[config.mk]
export PLATFORM = sky130hd
export DESIGN_NAME = parse_utc_offset_top
export DESIGN_NICKNAME = d
export VERILOG_FILES = /design/src/rtl/puo_pkg.sv /design/src/rtl/puo_front.sv /design/src/rtl/puo_fifo.sv /design/src/rtl/puo_back.sv /design/src/rtl/parse_utc_offset_top.sv
export SDC_FILE = /design/constraint.sdc
export NUM_CORES = 1
export LEC_CHECK = 0
export BUFFER_PORTS_ARGS = -buffer_cell sky130_fd_sc_hd__buf_2
export CAP_MARGIN = 40
export CELL_PAD_IN_SITES_DETAIL_PLACEMENT = 2
export CELL_PAD_IN_SITES_GLOBAL_PLACEMENT = 2
export CORE_UTILIZATION = 45
export DETAILED_ROUTE_END_ITERATION = 6
export HOLD_SLACK_MARGIN = 0.15
export PLACE_DENSITY = 0.94
export SETUP_SLACK_MARGIN = 0.1
export SLEW_MARGIN = 20
export SYNTH_ARGS = -nofsm -noshare
export SYNTH_HDL_FRONTEND = slang
export SYNTH_SLANG_ARGS = --single-unit
[constraint.sdc]
create_clock -name clk_i -period 9.3 [get_ports clk_i]
set_input_delay 1.395 -clock clk_i [delete_from_list [all_inputs] [get_ports clk_i]]
set_output_delay 1.395 -clock clk_i [all_outputs]
set_load 0.01 [all_outputs]
[src/rtl/puo_pkg.sv]
// Shared types and constants for the UTC offset parser.
`timescale 1ns / 1ps
package puo_pkg;

  localparam int unsigned CharW   = 8;
  localparam int unsigned HourW   = 5;
  localparam int unsigned MinW    = 6;
  localparam int unsigned SecW    = 6;
  localparam int unsigned CountW  = 4;
  localparam int unsigned OffW    = 18;
  localparam int unsigned HmW     = 11;
  localparam int unsigned MagW    = 17;
  localparam int unsigned OutDataW = 24;

  localparam logic [CharW-1:0] ChZ     = 8'h5A;
  localparam logic [CharW-1:0] ChPlus  = 8'h2B;
  localparam logic [CharW-1:0] ChMinus = 8'h2D;
  localparam logic [CharW-1:0] ChColon = 8'h3A;
  localparam logic [CharW-1:0] ChZero  = 8'h30;
  localparam logic [CharW-1:0] ChNine  = 8'h39;

  localparam logic [6:0] MaxHour = 7'd23;
  localparam logic [6:0] MaxMinSec = 7'd59;

  typedef enum logic [3:0] {
    PH_FIRST = 4'd0,
    PH_H1    = 4'd1,
    PH_H2    = 4'd2,
    PH_SEPM  = 4'd3,
    PH_M1    = 4'd4,
    PH_M2    = 4'd5,
    PH_SEPS  = 4'd6,
    PH_S1    = 4'd7,
    PH_S2    = 4'd8,
    PH_DONE  = 4'd9
  } phase_e;

  // One finished parse, handed from the front to the back.
  typedef struct packed {
    logic              ok;
    logic              neg;
    logic [HourW-1:0]  hour;
    logic [MinW-1:0]   minute;
    logic [SecW-1:0]   second;
    logic [CountW-1:0] count;
  } rec_t;

endpackage

[src/rtl/puo_front.sv]
// Character front end: runs the offset parser and emits one record per string.
`timescale 1ns / 1ps
module puo_front (
  input  logic                     clk_i,
  input  logic                     rst_ni,
  input  logic                     colon_i,
  input  logic                     char_valid_i,
  output logic                     char_ready_o,
  input  logic [puo_pkg::CharW-1:0] char_i,
  input  logic                     last_i,
  output logic                     rec_push_o,
  output puo_pkg::rec_t            rec_o,
  input  logic                     rec_full_i
);
  import puo_pkg::*;

  phase_e            phase_q, phase_d, ph_take;
  logic              failed_q, failed_d, fail_take;
  logic              neg_q, neg_d, neg_take;
  logic [HourW-1:0]  hour_q, hour_d, hour_take;
  logic [MinW-1:0]   min_q, min_d, min_take;
  logic [SecW-1:0]   sec_q, sec_d, sec_take;
  logic [3:0]        tens_q, tens_d, tens_take;
  logic [CountW-1:0] cnt_q, cnt_d, cnt_take;

  logic              fire;
  logic              dig;
  logic [3:0]        d;
  logic [6:0]        two;
  logic              is_colon;

  assign char_ready_o = !rec_full_i;
  assign fire         = char_valid_i && char_ready_o;

  assign dig      = (char_i >= ChZero) && (char_i <= ChNine);
  assign d        = 4'(char_i - ChZero);
  assign two      = {tens_q, 3'b000} + {2'b00, tens_q, 1'b0} + {3'b000, d};
  assign is_colon = colon_i && (char_i == ChColon);

  // Next phase for the current character.
  always_comb begin
    ph_take   = phase_q;
    fail_take = failed_q;
    if (!failed_q) begin
      unique case (phase_q)
        PH_FIRST: begin
          if (char_i == ChZ) ph_take = PH_DONE;
          else if (char_i == ChPlus || char_i == ChMinus) ph_take = PH_H1;
          else fail_take = 1'b1;
        end
        PH_H1: begin
          if (dig) ph_take = PH_H2;
          else fail_take = 1'b1;
        end
        PH_H2: begin
          if (dig && two <= MaxHour) ph_take = PH_SEPM;
          else fail_take = 1'b1;
        end
        PH_SEPM: begin
          if (is_colon) ph_take = PH_M1;
          else if (dig) ph_take = PH_M2;
          else ph_take = PH_DONE;
        end
        PH_SEPS: begin
          if (is_colon) ph_take = PH_S1;
          else if (dig) ph_take = PH_S2;
          else ph_take = PH_DONE;
        end
        PH_M1:   ph_take = dig ? PH_M2 : PH_DONE;
        PH_S1:   ph_take = dig ? PH_S2 : PH_DONE;
        PH_M2:   ph_take = (dig && two <= MaxMinSec) ? PH_SEPS : PH_DONE;
        PH_S2:   ph_take = PH_DONE;
        PH_DONE: ph_take = PH_DONE;
        default: ph_take = phase_q;
      endcase
    end
    phase_d  = phase_q;
    failed_d = failed_q;
    if (fire) begin
      // restart on the final character of each string
      phase_d  = last_i ? PH_FIRST : ph_take;
      failed_d = last_i ? 1'b0 : fail_take;
    end
  end

  // Field values and consumed count for the current character.
  always_comb begin
    neg_take  = neg_q;
    hour_take = hour_q;
    min_take  = min_q;
    sec_take  = sec_q;
    tens_take = tens_q;
    cnt_take  = cnt_q;
    if (!failed_q) begin
      unique case (phase_q)
        PH_FIRST: begin
          if (char_i == ChZ) cnt_take = CountW'(1);
          else if (char_i == ChMinus) neg_take = 1'b1;
          else neg_take = 1'b0;
        end
        PH_H1: if (dig) tens_take = d;
        PH_H2: begin
          if (dig && two <= MaxHour) begin
            hour_take = HourW'(two);
            cnt_take  = CountW'(3);
          end
        end
        PH_SEPM, PH_SEPS: begin
          if (is_colon) cnt_take = cnt_q + CountW'(1);
          else if (dig) tens_take = d;
        end
        PH_M1, PH_S1: if (dig) tens_take = d;
        PH_M2: begin
          if (dig && two <= MaxMinSec) begin
            min_take = MinW'(two);
            cnt_take = cnt_q + CountW'(2);
          end
        end
        PH_S2: begin
          if (dig && two <= MaxMinSec) begin
            sec_take = SecW'(two);
            cnt_take = cnt_q + CountW'(2);
          end
        end
        default: ;
      endcase
    end

    neg_d  = neg_q;
    hour_d = hour_q;
    min_d  = min_q;
    sec_d  = sec_q;
    tens_d = tens_q;
    cnt_d  = cnt_q;
    if (fire) begin
      if (last_i) begin
        neg_d  = 1'b0;
        hour_d = '0;
        min_d  = '0;
        sec_d  = '0;
        tens_d = '0;
        cnt_d  = '0;
      end else begin
        neg_d  = neg_take;
        hour_d = hour_take;
        min_d  = min_take;
        sec_d  = sec_take;
        tens_d = tens_take;
        cnt_d  = cnt_take;
      end
    end

    rec_push_o    = fire && last_i;
    rec_o.ok      = !fail_take && (ph_take >= PH_SEPM);
    rec_o.neg     = neg_take;
    rec_o.hour    = hour_take;
    rec_o.minute  = min_take;
    rec_o.second  = sec_take;
    rec_o.count   = cnt_take;
  end

  always_ff @(posedge clk_i or negedge rst_ni) begin
    if (!rst_ni) begin
      phase_q  <= PH_FIRST;
      failed_q <= 1'b0;
      neg_q    <= 1'b0;
      hour_q   <= '0;
      min_q    <= '0;
      sec_q    <= '0;
      tens_q   <= '0;
      cnt_q    <= '0;
    end else begin
      phase_q  <= phase_d;
      failed_q <= failed_d;
      neg_q    <= neg_d;
      hour_q   <= hour_d;
      min_q    <= min_d;
      sec_q    <= sec_d;
      tens_q   <= tens_d;
      cnt_q    <= cnt_d;
    end
  end

endmodule

[src/rtl/puo_fifo.sv]
// Two-entry queue of parse records between front and back.
`timescale 1ns / 1ps
module puo_fifo (
  input  logic          clk_i,
  input  logic          rst_ni,
  input  logic          push_i,
  input  puo_pkg::rec_t rec_i,
  output logic          full_o,
  input  logic          pop_i,
  output logic          valid_o,
  output puo_pkg::rec_t rec_o
);
  import puo_pkg::*;

  rec_t       mem_q [2];
  logic       wptr_q, wptr_d;
  logic       rptr_q, rptr_d;
  logic [1:0] cnt_q, cnt_d;
  logic       do_push, do_pop;

  assign full_o  = (cnt_q == 2'd2);
  assign valid_o = (cnt_q != 2'd0);
  assign rec_o   = mem_q[rptr_q];
  assign do_push = push_i && !full_o;
  assign do_pop  = pop_i && valid_o;

  always_comb begin
    wptr_d = do_push ? !wptr_q : wptr_q;
    rptr_d = do_pop ? !rptr_q : rptr_q;
    cnt_d  = cnt_q + {1'b0, do_push} - {1'b0, do_pop};
  end

  always_ff @(posedge clk_i) begin
    if (do_push) begin
      mem_q[wptr_q] <= rec_i;
    end
  end

  always_ff @(posedge clk_i or negedge rst_ni) begin
    if (!rst_ni) begin
      wptr_q <= 1'b0;
      rptr_q <= 1'b0;
      cnt_q  <= '0;
    end else begin
      wptr_q <= wptr_d;
      rptr_q <= rptr_d;
      cnt_q  <= cnt_d;
    end
  end

endmodule

[src/rtl/puo_back.sv]
// Back end: turns a parse record into the signed offset over two stages.
`timescale 1ns / 1ps
module puo_back (
  input  logic                         clk_i,
  input  logic                         rst_ni,
  input  logic                         rec_valid_i,
  input  puo_pkg::rec_t                rec_i,
  output logic                         rec_pop_o,
  output logic                         out_valid_o,
  input  logic                         out_ready_i,
  output logic [puo_pkg::OutDataW-1:0] out_data_o
);
  import puo_pkg::*;

  // stage A: hours*60 + minutes
  logic              a_valid_q, a_valid_d;
  logic              a_ok_q, a_neg_q;
  logic [HmW-1:0]    a_hm_q;
  logic [SecW-1:0]   a_sec_q;
  logic [CountW-1:0] a_cnt_q;
  logic [HmW-1:0]    hm;

  // output stage
  logic                o_valid_q, o_valid_d;
  logic [OutDataW-1:0] o_data_q;
  logic [MagW-1:0]     mag;
  logic signed [OffW-1:0] off;

  logic o_adv, a_adv;

  assign o_adv     = !o_valid_q || out_ready_i;
  assign a_adv     = !a_valid_q || o_adv;
  assign rec_pop_o = rec_valid_i && a_adv;

  assign hm = {rec_i.hour, 6'b0} - {4'b0, rec_i.hour, 2'b0} + {5'b0, rec_i.minute};

  assign mag = {a_hm_q, 6'b0} - {4'b0, a_hm_q, 2'b0} + {11'b0, a_sec_q};
  assign off = a_neg_q ? -$signed({1'b0, mag}) : $signed({1'b0, mag});

  always_comb begin
    a_valid_d = a_adv ? rec_valid_i : a_valid_q;
    o_valid_d = o_adv ? a_valid_q : o_valid_q;
  end

  always_ff @(posedge clk_i) begin
    if (rec_pop_o) begin
      a_ok_q  <= rec_i.ok;
      a_neg_q <= rec_i.neg;
      a_hm_q  <= hm;
      a_sec_q <= rec_i.second;
      a_cnt_q <= rec_i.count;
    end
    if (o_adv && a_valid_q) begin
      // a failed parse reports zero everywhere
      if (a_ok_q) o_data_q <= {1'b0, a_cnt_q, off, 1'b1};
      else        o_data_q <= '0;
    end
  end

  always_ff @(posedge clk_i or negedge rst_ni) begin
    if (!rst_ni) begin
      a_valid_q <= 1'b0;
      o_valid_q <= 1'b0;
    end else begin
      a_valid_q <= a_valid_d;
      o_valid_q <= o_valid_d;
    end
  end

  assign out_valid_o = o_valid_q;
  assign out_data_o  = o_data_q;

endmodule

[src/rtl/parse_utc_offset_top.sv]
// Top level of the UTC offset parser: front end, record queue, offset back end.
// Throughput: one character per cycle; the front stalls only when the two-entry
// record queue is full. The result of a string is registered through the queue
// write, the hour-minute stage and the output after its last character is taken.
// Reset: asynchronous, active low; clears parse state, queue, pipeline and mode.
`timescale 1ns / 1ps
module parse_utc_offset_top (
  input  logic                         clk_i,
  input  logic                         rst_ni,
  input  logic                         cfg_we_i,
  input  logic                         cfg_wdata_i,    // colon_separator
  input  logic                         s_axis_tvalid_i,
  output logic                         s_axis_tready_o,
  input  logic [puo_pkg::CharW-1:0]    s_axis_tdata_i, // [7:0] character
  input  logic                         s_axis_tlast_i, // last_char
  output logic                         m_axis_tvalid_o,
  input  logic                         m_axis_tready_i,
  // [0] parse_ok, [18:1] offset_seconds, [22:19] chars_consumed, [23] zero
  output logic [puo_pkg::OutDataW-1:0] m_axis_tdata_o
);
  import puo_pkg::*;

  logic colon_q, colon_d;
  logic push, full, pop, qvalid;
  rec_t rec_in, rec_out;

  assign colon_d = cfg_we_i ? cfg_wdata_i : colon_q;

  always_ff @(posedge clk_i or negedge rst_ni) begin
    if (!rst_ni) begin
      colon_q <= 1'b0;
    end else begin
      colon_q <= colon_d;
    end
  end

  puo_front u_front (
    .clk_i        (clk_i),
    .rst_ni       (rst_ni),
    .colon_i      (colon_q),
    .char_valid_i (s_axis_tvalid_i),
    .char_ready_o (s_axis_tready_o),
    .char_i       (s_axis_tdata_i),
    .last_i       (s_axis_tlast_i),
    .rec_push_o   (push),
    .rec_o        (rec_in),
    .rec_full_i   (full)
  );

  puo_fifo u_fifo (
    .clk_i   (clk_i),
    .rst_ni  (rst_ni),
    .push_i  (push),
    .rec_i   (rec_in),
    .full_o  (full),
    .pop_i   (pop),
    .valid_o (qvalid),
    .rec_o   (rec_out)
  );

  puo_back u_back (
    .clk_i       (clk_i),
    .rst_ni      (rst_ni),
    .rec_valid_i (qvalid),
    .rec_i       (rec_out),
    .rec_pop_o   (pop),
    .out_valid_o (m_axis_tvalid_o),
    .out_ready_i (m_axis_tready_i),
    .out_data_o  (m_axis_tdata_o)
  );

endmodule

==> flow_metrics.py <==
metrics = {
    "timing": {
        "hold_viol_final": 0,
        "tns_ns": 0,
        "slew_violations": 0,
        "final-setup-viol-count": 0,
        "hold_ws_ns": 0.491,
        "period_needed_ns": 4.61,
        "slew_headroom": 0.465,
        "fmax_mhz": 217,
        "skew_ns": 0.0177,
        "tightestPinTransition_ns": 0.795,
        "setup_ws_ns": 4.69,
        "rsz0062_at_grt": "false",
        "finalCritPeriodShare": 0.496,
    },
    "power_and_ir_drop": {
        "pwr-share-clk": 0.195,
        "ir_worst_vdd_v": 0.000168,
        "p_leak_nw": 3.29,
        "p_seq_frac": 0.307,
        "p_per_area_nw_per_um2": 392,
        "switching_share": 0.438,
        "p_int_mw": 1.81,
        "p_sw_mw": 1.41,
        "power_frac_comb": 0.498,
    },
    "floorplan": {
        "core_area_um2": 15400,
        "die_area_um2": 16600,
        "fp.dieW_um": 129,
        "ios": 41,
        "initial_core_util": 0.469,
        "die_height_um": 129,
        "rows": 45,
    },
    "synthesis": {
        "yosys.area_share.simple": 0.142,
        "synth_fa_ha_area_frac": 0.0557,
        "synth-edff-count": 92,
        "synthesis.area_um2": 7240,
        "synth-compound-area-share": 0.147,
        "muxShareOfSynthArea": 0.0635,
        "synth_area_leaders": "edfxtp_1 (38%), dfrtp_1 (13%), ha_1 (5.0%), mux2_2 (4.8%), nand2_1 (3.0%)",
        "synth_largest_area_cell": "edfxtp_1",
        "synth_nets": 701,
        "synth_seq_cells": 130,
        "ys_seq_area_frac": 0.513,
        "synthXorXnorAreaFrac": 0.0436,
        "ys_warn_count": 0,
        "synthCells": 655,
        "syn-mean-instance-area_um2": 11.0,
        "synth_top_family_by_area": "compound AO/OA/AOI/OAI gates",
        "synthDistinctLibCells": 73,
        "synth_ff_type": "edfxtp_1",
        "synthArstFlopShare": 0.292,
        "netlist.area_leader.share": 0.382,
    },
    "clock_network": {
        "post_cts_buffers": 0,
        "path_clk_slew_ns": 0.07,
        "cts_sinks": 130,
        "cts_buffers": 17,
        "cts_hold_buf": 0,
        "root_buffer": "clkbuf_16",
        "insertion_delay_ns": 0.44,
        "ctsHtreeMaxLevel": 4,
        "tritoncts": "built",
        "clock_path_buffers": 2,
        "cts_resized": 0,
    },
    "setup_path": {
        "start_kind": "input pin",
        "worst_ep_arrival_time_ns": 4.94,
        "path_max_fanout": 6,
        "crit_type": "in -> reg",
        "worstSetupEndpointType": "register",
        "reg2reg_from": "u_front.tens_q[2]$_DFFE_PN0P_",
        "required_ns": 9.62,
        "cp-startpoint": "s_axis_tdata_i[3]",
    },
    "drt": {
        "dr.pass1.iters": 5,
        "drc_errors": 0,
        "viasPerCell": 5.99,
        "drtIter0Drc": 366,
        "postRouteAntennaNets": 0,
        "wl_per_cell_um": 24.4,
        "vias": 5502,
        "drt_wl_total_um": 22400,
    },
    "final_layout": {
        "final_cell_mix": "edfxtp_1 (92), nand2_1 (57), nor2_1 (53)",
        "final_nets": 740,
        "finalNonFillerCells": 918,
        "final_util": 0.531,
        "syn_to_final_growth_pct": 13.3,
        "mostFrequentLayoutCell": "edfxtp_1",
        "antennaDiodeCount": 0,
        "drive_above_1_share": 0.190,
    },
    "placement": {
        "port_buffers": 39,
        "dpl_worst_slack_ns": 4.34,
        "place_congestion": 0.869,
        "dp_cells": 886,
        "hpwl_um": 15000,
    },
    "grt": {
        "grt_usage": 0.289,
        "first_global_vias": 6254,
        "grt_max_degree": 31,
        "grt_remaining_overflow": 0,
        "grt_pass1_wl_um": 35300,
        "antenna_found_initial": 0,
    },
    "worst_hold_path": {
        "hp-start": "u_front.hour_q[1]$_DFFE_PN0P_",
        "hold_class": "reg -> reg",
    },
    "job": {
        "maxCapViolations": 0,
    },
    "run_status": {
        "outcome": "finished, final reports clean",
    },
}
## kinds of logic (layout without fill, tap and decap cells)
| kind of cell | after synthesis | count (layout) |
|---|---|---|
| muxes | 42 | 42 |
| AOI/OAI and AO/OA | 147 | 147 |
| and+or+nand+nor | 207 | 207 |
| adders and majority gates | 31 | 31 |
| buffers and inverters | 61 | 113 |
| DFF | 130 | 130 |
| xor gates and xnor gates | 36 | 36 |
| other | 1 | 1 |
## state kept, by name (all words and copies together) (netlist names), 2 cells and up
signal and flops:
u_fifo.mem_q 46, u_back.out_data_o 23, u_back.a_hm_q 11, u_back.a_sec_q 6, u_front.min_q 6, u_front.sec_q 6, u_front.hour_q 5, u_back.a_cnt_q 4
u_front.cnt_q 4, u_front.phase_q 4, u_front.tens_q 4, u_fifo.cnt_q 2
## Yosys cell counts (19+ instances only)
library cell and count:
a21oi_1 23, dfrtp_1 38, edfxtp_1 92, ha_1 29
inv_1 33, mux2_2 31, nand2_1 57, nand3_1 19
nor2_1 55, o21ai_0 34, xnor2_1 20
## worst max-delay path: stages
cell	delay [ns]
buf_2	0.15
fa_1	0.61
inv_1	0.09
fa_1	0.46
xnor2_1	0.20
and2b_1	0.24
and2_2	0.22
a221o_2	0.47
nor3_4	0.42
mux2_2	0.44
a22o_2	0.24
## layer usage
layer	routed length (µm)	GRT usage	part of all wire	up-vias
met5	0	0	0	-
met1	8910	0.322	0.40	2786
met3	824	0.0603	0.037	52
met2	12000	0.534	0.54	165
met4	609	0.122	0.027	0
li1	-	-	-	2499
## stage by stage
| step | cell area [µm²] | power [mW] |
|---|---|---|
| after floorplan | 7240 | 2.06 |
| after global placement | 7620 | 2.36 |
| after detailed placement | 7660 | 2.53 |
| after CTS | 8200 | 3.23 |
| after global routing | 8200 | 3.41 |
| final | 8200 | 3.22 |
## area by class of cell
class	instances	area, µm²
fillers	1572	7230
flip-flops and latches	130	3710
multi-input cells	464	3280
clock buffers	21	440
repair buffers	46	275
well taps	211	264
inverters	35	131
clock inverters	11	91.3
## path summary, 6_finish.rpt
kind                            cells past startpoint  slack [ns]                        endpoint
worst max-delay path                               11        4.69    u_front.sec_q[2]$_DFFE_PN0P_
worst min-delay path                                1        0.49   u_front.hour_q[1]$_DFFE_PN0P_
worst max register to register                     10        5.40    u_front.sec_q[2]$_DFFE_PN0P_
worst min register to register                      1        0.49   u_front.hour_q[1]$_DFFE_PN0P_
max in group asynchronous                           2        7.85       u_front.neg_q$_DFFE_PN0P_
min in group asynchronous                           1        0.95  u_front.phase_q[3]$_DFFE_PN0P_
## power groups by stage
stage / Clock, mW / Sequential (mW) / Combinational [mW]
after floorplan: 0 / 0.966 / 1.10
after global placement: 0 / 0.973 / 1.39
after detailed placement: 0 / 0.991 / 1.54
after CTS: 0.636 / 0.988 / 1.61
after global routing: 0.655 / 1.00 / 1.75
final: 0.628 / 0.986 / 1.60
Note: power is estimated with default switching activity, not from simulation.
